$ cat config.mk
export PLATFORM = sky130hd
export DESIGN_NAME = framed_command_receiver
export DESIGN_NICKNAME = d
export VERILOG_FILES = /design/src/hw/rtl/fcr_pkg.sv /design/src/hw/rtl/framed_command_receiver.sv
export SDC_FILE = /design/constraint.sdc
export NUM_CORES = 1
export LEC_CHECK = 0
export BUFFER_PORTS_ARGS = -buffer_cell sky130_fd_sc_hd__buf_2
export CAP_MARGIN = 25
export CORE_MARGIN = 10
export CORE_UTILIZATION = 30
export DETAILED_ROUTE_END_ITERATION = 8
export HOLD_SLACK_MARGIN = 0.1
export SLEW_MARGIN = 20
export SYNTH_ARGS = -nofsm -noshare
export SYNTH_HDL_FRONTEND = slang
export SYNTH_SLANG_ARGS = --single-unit
$ cat constraint.sdc
create_clock -name clk -period 5.5 [get_ports clk]
set_input_delay 1.1 -clock clk [delete_from_list [all_inputs] [get_ports clk]]
set_output_delay 1.1 -clock clk [all_outputs]
set_load 0.01 [all_outputs]
$ cat src/hw/rtl/fcr_pkg.sv
`default_nettype none

package fcr_pkg;

    // Frame framing bytes
    localparam logic [7:0] START_BYTE = 8'h2A;  // '*'
    localparam logic [7:0] HDR0_BYTE  = 8'h44;  // 'D'
    localparam logic [7:0] HDR1_BYTE  = 8'h52;  // 'R'

    // Frame positions, counted from the byte after the start byte
    localparam logic [3:0] HDR0_POS       = 4'd0;
    localparam logic [3:0] HDR1_POS       = 4'd1;
    localparam logic [3:0] FIRST_DATA_POS = 4'd5;
    localparam logic [3:0] LAST_DATA_POS  = 4'd8;

    localparam logic [7:0]  TIMEOUT_LIMIT_RESET = 8'd150;
    localparam logic [31:0] DEFAULT_WORD_RESET  = 32'h0000_0000;

    typedef enum logic {
        OP_BYTE = 1'b0,
        OP_TICK = 1'b1
    } op_t;

    typedef enum logic [1:0] {
        EV_NONE    = 2'd0,
        EV_COMMIT  = 2'd1,
        EV_HEADER  = 2'd2,
        EV_TIMEOUT = 2'd3
    } event_t;

    typedef enum logic [1:0] {
        CFG_DEFAULT_WORD  = 2'd0,
        CFG_TIMEOUT_LIMIT = 2'd1,
        CFG_UNUSED_2      = 2'd2,
        CFG_UNUSED_3      = 2'd3
    } cfg_index_t;

endpackage

`default_nettype wire

$ cat src/hw/rtl/framed_command_receiver.sv
`default_nettype none

// Framed command receiver. Each input beat is either a received serial byte
// (op = 0) or a timer overflow tick (op = 1). Frames start with '*', followed
// by header "DR" plus three unchecked header bytes and then four data
// bytes at frame positions 5 to 8 that commit as control_word, position 5 in
// bits 7:0. A header mismatch drops the frame; a '*' inside a frame is plain
// data. Every accepted input beat yields exactly one output beat carrying the
// control word after that beat and an event code (none, commit, header error,
// timeout). Ticks count up since the last commit or timeout; once the count
// passes timeout_limit the word reloads default_word and the count clears.
// Throughput is one beat per clock: the whole frame and timeout update is a
// single registered step, and a one-entry output register holds the result,
// so in_ready stays high while that register is empty or being drained.
// out_valid rises in the cycle after an input is accepted. Configuration writes
// (index 0 default_word, 1 timeout_limit) are always accepted and are meant
// to be issued only while no result is outstanding.
module framed_command_receiver
    import fcr_pkg::*;
(
    input  wire logic        clk,
    input  wire logic        rst_n,

    input  wire logic        in_valid,
    output logic             in_ready,
    input  wire logic        op,
    input  wire logic [7:0]  rx_byte,

    output logic             out_valid,
    input  wire logic        out_ready,
    output logic [31:0]      control_word,
    output logic [1:0]       event_res,

    input  wire logic        cfg_valid,
    output logic             cfg_ready,
    input  wire logic [1:0]  cfg_index,
    input  wire logic [31:0] cfg_data
);

    // Configuration registers
    logic [31:0] default_word_reg;
    logic [7:0]  timeout_limit_reg;

    // Receiver state
    logic        in_frame_reg,      in_frame_next;
    logic [3:0]  byte_pos_reg,      byte_pos_next;
    logic [23:0] capture_hold_reg,  capture_hold_next;
    logic [31:0] word_reg,          word_next;
    logic [7:0]  tick_count_reg,    tick_count_next;

    // Output beat register
    logic        out_valid_reg,     out_valid_next;
    event_t      event_res_reg,     event_res_next;

    logic        in_fire;
    logic [7:0]  tick_inc;
    logic [1:0]  data_slot;

    // Accept a new beat whenever the result register is empty or draining.
    assign in_ready  = !out_valid_reg || out_ready;
    assign in_fire   = in_valid && in_ready;
    assign cfg_ready = 1'b1;

    assign tick_inc  = tick_count_reg + 8'd1;
    assign data_slot = byte_pos_reg[1:0] - FIRST_DATA_POS[1:0];

    // ------------------------------------------------------------------
    // Configuration writes; unknown indexes are dropped.
    // ------------------------------------------------------------------
    always_ff @(posedge clk or negedge rst_n)
    begin
        if (!rst_n)
        begin
            default_word_reg  <= DEFAULT_WORD_RESET;
            timeout_limit_reg <= TIMEOUT_LIMIT_RESET;
        end
        else if (cfg_valid && cfg_ready)
        begin
            unique case (cfg_index_t'(cfg_index))
                CFG_DEFAULT_WORD:  default_word_reg  <= cfg_data;
                CFG_TIMEOUT_LIMIT: timeout_limit_reg <= cfg_data[7:0];
                default:           ;
            endcase
        end
    end

    // ------------------------------------------------------------------
    // Per-beat update of frame and timeout state.
    // ------------------------------------------------------------------
    always_comb
    begin
        in_frame_next     = in_frame_reg;
        byte_pos_next     = byte_pos_reg;
        capture_hold_next = capture_hold_reg;
        word_next         = word_reg;
        tick_count_next   = tick_count_reg;
        event_res_next    = EV_NONE;

        if (in_fire)
        begin
            if (op_t'(op) == OP_TICK)
            begin
                // Advance the tick count; on overrun reload the default word.
                if (tick_inc > timeout_limit_reg)
                begin
                    tick_count_next = 8'd0;
                    word_next       = default_word_reg;
                    event_res_next  = EV_TIMEOUT;
                end
                else
                begin
                    tick_count_next = tick_inc;
                end
            end
            else if (!in_frame_reg)
            begin
                // Hunt for the start byte; drop anything else.
                if (rx_byte == START_BYTE)
                begin
                    in_frame_next = 1'b1;
                    byte_pos_next = 4'd0;
                end
            end
            else
            begin
                byte_pos_next = byte_pos_reg + 4'd1;
                priority if (byte_pos_reg == HDR0_POS)
                begin
                    if (rx_byte != HDR0_BYTE)
                    begin
                        in_frame_next  = 1'b0;
                        event_res_next = EV_HEADER;
                    end
                end
                else if (byte_pos_reg == HDR1_POS)
                begin
                    if (rx_byte != HDR1_BYTE)
                    begin
                        in_frame_next  = 1'b0;
                        event_res_next = EV_HEADER;
                    end
                end
                else if (byte_pos_reg >= FIRST_DATA_POS && byte_pos_reg < LAST_DATA_POS)
                begin
                    // Hold the lower three data bytes until the last one arrives.
                    unique case (data_slot)
                        2'd0:    capture_hold_next[7:0]   = rx_byte;
                        2'd1:    capture_hold_next[15:8]  = rx_byte;
                        2'd2:    capture_hold_next[23:16] = rx_byte;
                        default: ;
                    endcase
                end
                else if (byte_pos_reg == LAST_DATA_POS)
                begin
                    word_next       = {rx_byte, capture_hold_reg};
                    in_frame_next   = 1'b0;
                    tick_count_next = 8'd0;
                    event_res_next  = EV_COMMIT;
                end
                else
                begin
                    // Unchecked header/data positions: drop the byte.
                end
            end
        end
    end

    always_comb
    begin
        if (in_fire)
        begin
            out_valid_next = 1'b1;
        end
        else if (out_ready)
        begin
            out_valid_next = 1'b0;
        end
        else
        begin
            out_valid_next = out_valid_reg;
        end
    end

    always_ff @(posedge clk or negedge rst_n)
    begin
        if (!rst_n)
        begin
            in_frame_reg   <= 1'b0;
            byte_pos_reg   <= 4'd0;
            word_reg       <= 32'd0;
            tick_count_reg <= 8'd0;
            out_valid_reg  <= 1'b0;
        end
        else
        begin
            in_frame_reg   <= in_frame_next;
            byte_pos_reg   <= byte_pos_next;
            word_reg       <= word_next;
            tick_count_reg <= tick_count_next;
            out_valid_reg  <= out_valid_next;
        end
    end

    // Payload registers: no reset needed.
    always_ff @(posedge clk)
    begin
        capture_hold_reg <= capture_hold_next;
        if (in_fire)
        begin
            event_res_reg <= event_res_next;
        end
    end

    // The control word only moves on an accepted beat, which is also when the
    // result register loads, so it doubles as the output payload.
    assign out_valid    = out_valid_reg;
    assign control_word = word_reg;
    assign event_res    = event_res_reg;

`ifndef SYNTH
    // A frame never runs past its last data byte.
    assert property (@(posedge clk) disable iff (!rst_n)
        in_frame_reg |-> (byte_pos_reg <= LAST_DATA_POS))
        else $error("frame position ran past last data byte");

    // Commit and timeout both leave the tick count cleared.
    assert property (@(posedge clk) disable iff (!rst_n)
        (out_valid_reg && (event_res_reg == EV_COMMIT || event_res_reg == EV_TIMEOUT))
            |-> (tick_count_reg == 8'd0))
        else $error("tick count not cleared after commit or timeout");

    // Commit and header error both end the frame.
    assert property (@(posedge clk) disable iff (!rst_n)
        (out_valid_reg && (event_res_reg == EV_COMMIT || event_res_reg == EV_HEADER))
            |-> !in_frame_reg)
        else $error("frame still open after commit or header error");

    // Without an accepted beat the receiver state holds.
    assert property (@(posedge clk) disable iff (!rst_n)
        !in_fire |=> ($stable(word_reg) && $stable(in_frame_reg) && $stable(tick_count_reg)))
        else $error("receiver state moved without an accepted beat");
`endif

endmodule

`default_nettype wire
==> impl_metrics.py, run 1 <==
metrics = {
    "drt": {
        "post_drt_wl_per_cell_um": 18.25,
        "drt.antenna.violating_nets": 0,
        "drt_wl_total_um": 12630,
        "drc": 0,
        "drtIter0Drc": 151,
        "drt-vias-per-instance": 4.919,
        "detailroute.via_count": 3404,
        "first_pass_iteration_count_of_the_detailed_router": 4,
    },
    "clocking": {
        "postCtsHoldBufs": 0,
        "clockBufferDepth": 2,
        "cts_num_sinks": 112,
        "cts_setup_buffers": 0,
        "clock_h_tree_levels": 3,
        "tritoncts.num_buffers": 9,
        "clockRootBuffer": "sky130_fd_sc_hd__clkbuf_16",
        "clkLatencyLatePin_ns": 0.35,
        "post_cts_repair_resize_count": 0,
        "clkSlewWorstSetupHoldPaths_ns": 0.07,
        "tritoncts": "yes",
    },
    "setup_path": {
        "worst_path_dominant_cell_family": "simple AND/OR/NAND/NOR gates",
        "buf_inv_stages_crit_path": 0,
        "critical_path.most_common_cell": "sky130_fd_sc_hd__ha_1",
        "worstSetupStartpoint": "tick_count_reg[0]",
        "cp_data_required_time_ns": 5.77,
        "worstSetupPathType": "reg2reg",
        "crit_path_end_kind": "flop",
        "critical_path_arrival_ns": 3.67,
        "startpoint_type": "flop",
        "path_max_fanout": 33,
        "crit_path_max_incr_delay_ns": 0.88,
        "path_cells": "ha_1 > nand3_1 > nor2_1 > xor2_1 > ha_1 > nand4_1 > nor2_2 > a211oi_2 > or2_2 > o22ai_1 > a21oi_1",
        "crit-reg2reg-launch": "tick_count_reg[0]",
        "cp_slowest_cell": "sky130_fd_sc_hd__or2_2",
    },
    "finish": {
        "finish.utilization_pct": 35.60,
        "final_layout_size_suffix_gt1_share_pct": 46.25,
        "fillerInstances": 1717,
        "finish.net_count": 523,
        "layout_common_cells": "sky130_fd_sc_hd__dfrtp_1 (82), sky130_fd_sc_hd__buf_2 (82), sky130_fd_sc_hd__mux2_2 (40)",
        "antennaDiodeCount": 0,
        "layout-area-overhead-vs-synth_pct": 17.48,
        "design_area_um2": 6115,
        "instances_no_fill": 692,
    },
    "floorplanning": {
        "die_x_um": 151.7,
        "initial_core_util_pct": 30.30,
        "pin_count": 85,
        "design.die.area_um2": 23020,
        "num_rows": 48,
        "floorplan.die.height_um": 151.7,
        "core_um2": 17180,
    },
    "global_route": {
        "overflow": 0,
        "gr-usage-all-layers_pct": 11.27,
        "grt_start_max_net_pins": 51,
        "first_pass_grt_wire_length_um": 20240,
        "grt_antenna_before_repair": 0,
        "number_of_global_route_vias_before_repair": 3694,
    },
    "run": {
        "timing.max_cap.violations": 0,
    },
    "synth": {
        "synthDominantAreaCellType": "sky130_fd_sc_hd__dfrtp_1",
        "mappedNetlistArea_um2": 5205,
        "synth_fp_nets": 446,
        "synth_top_area_share_pct": 39.42,
        "synth_enable_flop_cells": 26,
        "synth_seq_cells": 112,
        "syn_inst": 385,
        "async_flop_share_pct": 76.79,
        "synth.distinct_cells": 50,
        "post_synth.cell_area_avg_um2": 13.52,
        "dominantRegCellSynth": "sky130_fd_sc_hd__dfrtp_1",
        "yosysWarnings": 0,
        "synthTopCellsByArea": "sky130_fd_sc_hd__dfrtp_1 (39%), sky130_fd_sc_hd__edfxtp_1 (15%), sky130_fd_sc_hd__mux2_2 (8.7%), sky130_fd_sc_hd__o22ai_2 (6.7%), sky130_fd_sc_hd__a21oi_2 (5.2%)",
        "yosysSeqAreaShare_pct": 56.44,
    },
    "timing": {
        "setup_repair_after_global_routing_missed_its_margin": "no",
        "setup_viol_count_final": 0,
        "timing.slew.headroom_pct": 32.73,
        "fin_setup_tns_ns": 0,
        "skew_ns": 0.007883,
        "fin_crit_ns": 3.397,
        "fmax_ghz": 0.2944,
        "tightest_slew_ns": 1.009,
        "final_max_slew_viol_count": 0,
        "final_min_period_over_clock_period_pct": 61.76,
        "final_hold_viol_count": 0,
    },
    "placed_design": {
        "hpwlAfterDp_um": 9155,
        "number_of_cells_after_detailed_placement": 676,
        "buffer_ports.inserted": 83,
        "gp_congestion": 0.7969,
        "post_dp_cell_area_um2": 5809,
    },
    "power": {
        "peak_vdd_ir_uv": 200.2,
        "power_leakage_nw": 2.502,
        "powerDensity_nw_per_um2": 360.5,
    },
    "hold_path": {
        "critical_hold_path_startpoint": "timeout_limit_reg[0]",
        "holdCritPathClass": "reg2reg",
    },
    "run_status": {
        "outcome": "completed",
    },
}
[path summary, 6_finish.rpt]
| check | to | slack [ns] | depth (start not counted) |
|---|---|---|---|
| min | timeout_limit_reg[0] | 0.52 | 1 |
| max | control_word[27] | 2.10 | 11 |
| min in group asynchronous | default_word_reg[10] | 0.70 | 1 |
| max reg2reg | control_word[27] | 2.10 | 11 |
| max in group asynchronous | tick_count_reg[5] | 3.77 | 2 |
| min reg2reg | timeout_limit_reg[0] | 0.52 | 1 |
[area by class of cell]
cell class                      count  area (um^2)  area share (%)
Timing Repair Buffer               88        462.9           7.571
Clock buffer                        9        225.2           3.683
Multi-Input combinational cell    238         2078           33.99
Clock inverter                      7        80.08           1.310
Inverter                           13        48.80          0.7980
Tap cell                          225        281.5           4.604
Sequential cell                   112         2938           48.05
[kinds of logic (layout without fill, tap and decap cells)]
group / count (synthesis) / in the layout / synth area share (%)
buf+inv: 35 / 117 / 4.014
mux: 41 / 41 / 8.870
simple gates: 53 / 53 / 5.890
flops: 112 / 112 / 56.44
fa+ha+maj: 13 / 13 / 3.125
compound gates: 124 / 124 / 20.58
other cells: 1 / 1 / 0.07205
xor+xnor: 6 / 6 / 1.010
[per-stage QoR]
stage               total power, mW  hold WS [ns]  setup WS [ns]
floorplan                     1.412        0.4794          2.959
CTS                           2.237        0.5236          2.044
detailed placement            1.561        0.5039          1.820
global placement              1.542        0.4982          1.705
global route                  2.330        0.5377          1.766
finish                        2.205        0.5200          2.103
[synth_stat cells (all sizes together), types with 2 or more instances]
master,number
inv,13
o31ai,2
xnor2,3
buf,13
edfxtp,26
a21oi,37
dfrtp,82
o21ai,7
xor2,3
ha,13
clkbuf,9
o22ai,64
nand4,3
nor4b,2
nand3b,2
nand2b,3
a21o,2
nor2b,5
nand3,8
nand2,10
and3,4
dfstp,4
mux2,41
nor2,10
nor4,2
a22o,5
[power breakdown]
part	switching [mW]	internal [mW]
Sequential	0.0976	0.962
Combinational	0.235	0.241
Clock	0.311	0.358
Total	0.643	1.56
[metal layers]
layer,part of all wire [%],track usage [%]
met1,43,13.47
met2,50,18.80
met3,6.0,3.683
met4,1.2,3.575
met5,0,0
(Power assumes the default switching activity.)
==> run 2, diff against run 1 <==
==> constraint.sdc (replaced) <==
create_clock -name clk -period 2.9 [get_ports clk]
set_input_delay 0.58 -clock clk [delete_from_list [all_inputs] [get_ports clk]]
set_output_delay 0.58 -clock clk [all_outputs]
set_load 0.01 [all_outputs]
==> impl_metrics.py, run 2 (synthesis gave the netlist of run 1 again) <==
metrics = {
    "setup_path": {
        "startpoint_type": "flop",
        "reg2reg_slack_ns": 0.12,
        "crit_path_max_incr_delay_ns": 0.43,
        "crit_path_end_kind": "flop",
        "worstSetupPathType": "reg2reg",
        "cp_data_required_time_ns": 3.14,
        "critical_path_arrival_ns": 3.02,
        "crit-reg2reg-launch": "tick_count_reg[0]",
        "r2r.worst_path.cells": 12,
        "cp_slowest_cell": "sky130_fd_sc_hd__dfrtp_2",
        "path_cells": "ha_4 > nand3_1 > nor2_1 > xor2_1 > ha_1 > nand4_1 > nor2_4 > a211oi_4 > nor4_4 > buf_4 > and3_1 > a221o_1",
        "path_max_fanout": 9,
        "worstReg2RegEnd": "tick_count_reg[5]",
    },
    "floorplanning": {
        "num_rows": 48,
        "die_x_um": 151.7,
        "floorplan.die.height_um": 151.7,
        "core_um2": 17180,
        "design.die.area_um2": 23020,
        "pin_count": 85,
        "initial_core_util_pct": 30.30,
    },
    "clocking": {
        "clock_h_tree_levels": 3,
        "postCtsHoldBufs": 0,
        "cts_num_sinks": 112,
        "clockBufferDepth": 2,
        "clkLatencyLatePin_ns": 0.36,
        "clkSlewWorstSetupHoldPaths_ns": 0.09,
        "clockRootBuffer": "sky130_fd_sc_hd__clkbuf_16",
        "tritoncts.num_buffers": 9,
        "tritoncts": "yes",
    },
    "drt": {
        "drtIter0Drc": 185,
        "drt-vias-per-instance": 4.993,
        "drt_wl_total_um": 13290,
        "drc": 0,
        "drt.antenna.violating_nets": 0,
        "detailroute.via_count": 3515,
        "post_drt_wl_per_cell_um": 18.88,
        "first_pass_iteration_count_of_the_detailed_router": 4,
    },
    "run": {
        "timing.max_cap.violations": 0,
    },
    "power": {
        "powerDensity_nw_per_um2": 679.1,
        "peak_vdd_ir_uv": 278.6,
        "total_power_after_layout_mw": 4.264,
        "power_leakage_nw": 2.571,
    },
    "timing": {
        "tightest_slew_ns": 0.6349,
        "final_critical_path_setup_slack_ns": 0.1170,
        "skew_ns": 0.01455,
        "timing.slew.headroom_pct": 57.52,
        "fin_crit_ns": 2.783,
        "fmax_ghz": 0.3593,
        "setup_viol_count_final": 0,
        "final_min_period_over_clock_period_pct": 95.96,
        "fin_setup_tns_ns": 0,
        "final_max_slew_viol_count": 0,
        "final_hold_viol_count": 0,
    },
    "run_status": {
        "outcome": "completed",
    },
    "finish": {
        "final_layout_size_suffix_gt1_share_pct": 48.85,
        "finish.net_count": 535,
        "layout_common_cells": "sky130_fd_sc_hd__buf_2 (82), sky130_fd_sc_hd__dfrtp_1 (80), sky130_fd_sc_hd__mux2_2 (40)",
        "design_area_um2": 6279,
        "fillerInstances": 1674,
        "antennaDiodeCount": 0,
        "finish.utilization_pct": 36.55,
        "layout-area-overhead-vs-synth_pct": 20.62,
        "mostFrequentLayoutCell": "sky130_fd_sc_hd__buf_2",
    },
    "placed_design": {
        "post_dp_cell_area_um2": 5877,
        "hpwlAfterDp_um": 9378,
        "buffer_ports.inserted": 83,
        "place_worst_setup_slack_ns": 0.05627,
        "gp_congestion": 0.7823,
    },
    "global_route": {
        "first_pass_grt_wire_length_um": 20770,
        "grt_start_max_net_pins": 46,
        "number_of_global_route_vias_before_repair": 3758,
        "gr-usage-all-layers_pct": 11.62,
        "grt_antenna_before_repair": 0,
        "overflow": 0,
    },
    "hold_path": {
        "holdCritPathClass": "in2async",
    },
}
==> run 2: stage by stage <==
| step | hold WS (ns) | std cells |
|---|---|---|
| floorplan | 0.2844 | 385 |
| finish | 0.2036 | 704 |
| global placement | 0.4919 | 681 |
| CTS | 0.2167 | 697 |
| global route | 0.2260 | 704 |
| detailed placement | 0.5008 | 681 |
==> run 2: report_power, final <==
group / switching, mW / internal [mW]
registers: 0.198 / 1.83
clock network: 0.610 / 0.650
logic: 0.473 / 0.506
==> run 2: layout make-up <==
class / instances / area [um^2] / area share, %
Multi-Input combinational cell: 238 / 2122 / 33.80
Inverter: 13 / 48.80 / 0.7772
Sequential cell: 112 / 2940 / 46.83
Clock buffer: 11 / 254.0 / 4.045
Timing Repair Buffer: 100 / 583.1 / 9.287
Tap cell: 225 / 281.5 / 4.484
Clock inverter: 5 / 48.80 / 0.7772
==> run 2: critical path: cells and delay by family, from the launching register on <==
kind | cells | cell delay (ns)
and+or+nand+nor | 6 | 0.80
buffers and inverters | 1 | 0.18
AOI/OAI and AO/OA | 2 | 0.60
xor gates and xnor gates | 1 | 0.21
DFF | 1 | 0.43
adders and majority gates | 2 | 0.44
==> run 2: metal layers <==
layer | track usage, % | part of all wire (%) | up-vias
met1 | 14.06 | 42 | 1793
met2 | 19.19 | 50 | 80
li1 | - | - | 1630
met3 | 3.861 | 7.2 | 12
met5 | 0 | 0 | -
met4 | 3.527 | 1.3 | 0
==> run 2: how the worst max path moves through the flow <==
stage                            from                end  slack, ns  depth (start not counted)
global route        tick_count_reg[1]  tick_count_reg[5]      -0.03                         12
detailed placement  tick_count_reg[0]       event_res[0]       0.06                         12
floorplan           tick_count_reg[0]       event_res[0]       0.36                         13
finish              tick_count_reg[0]  tick_count_reg[5]       0.12                         12
global placement    tick_count_reg[0]   control_word[27]       0.19                         12
CTS                 tick_count_reg[0]       event_res[0]    0.00001                         12
==> run 2: repair_timing <==
action                                  4_1_cts  5_1_grt
endpoints found under the hold margin         0        0
setup buffers                                 0        7
gates resized for setup                       0       12
endpoints found under the setup margin        0       37
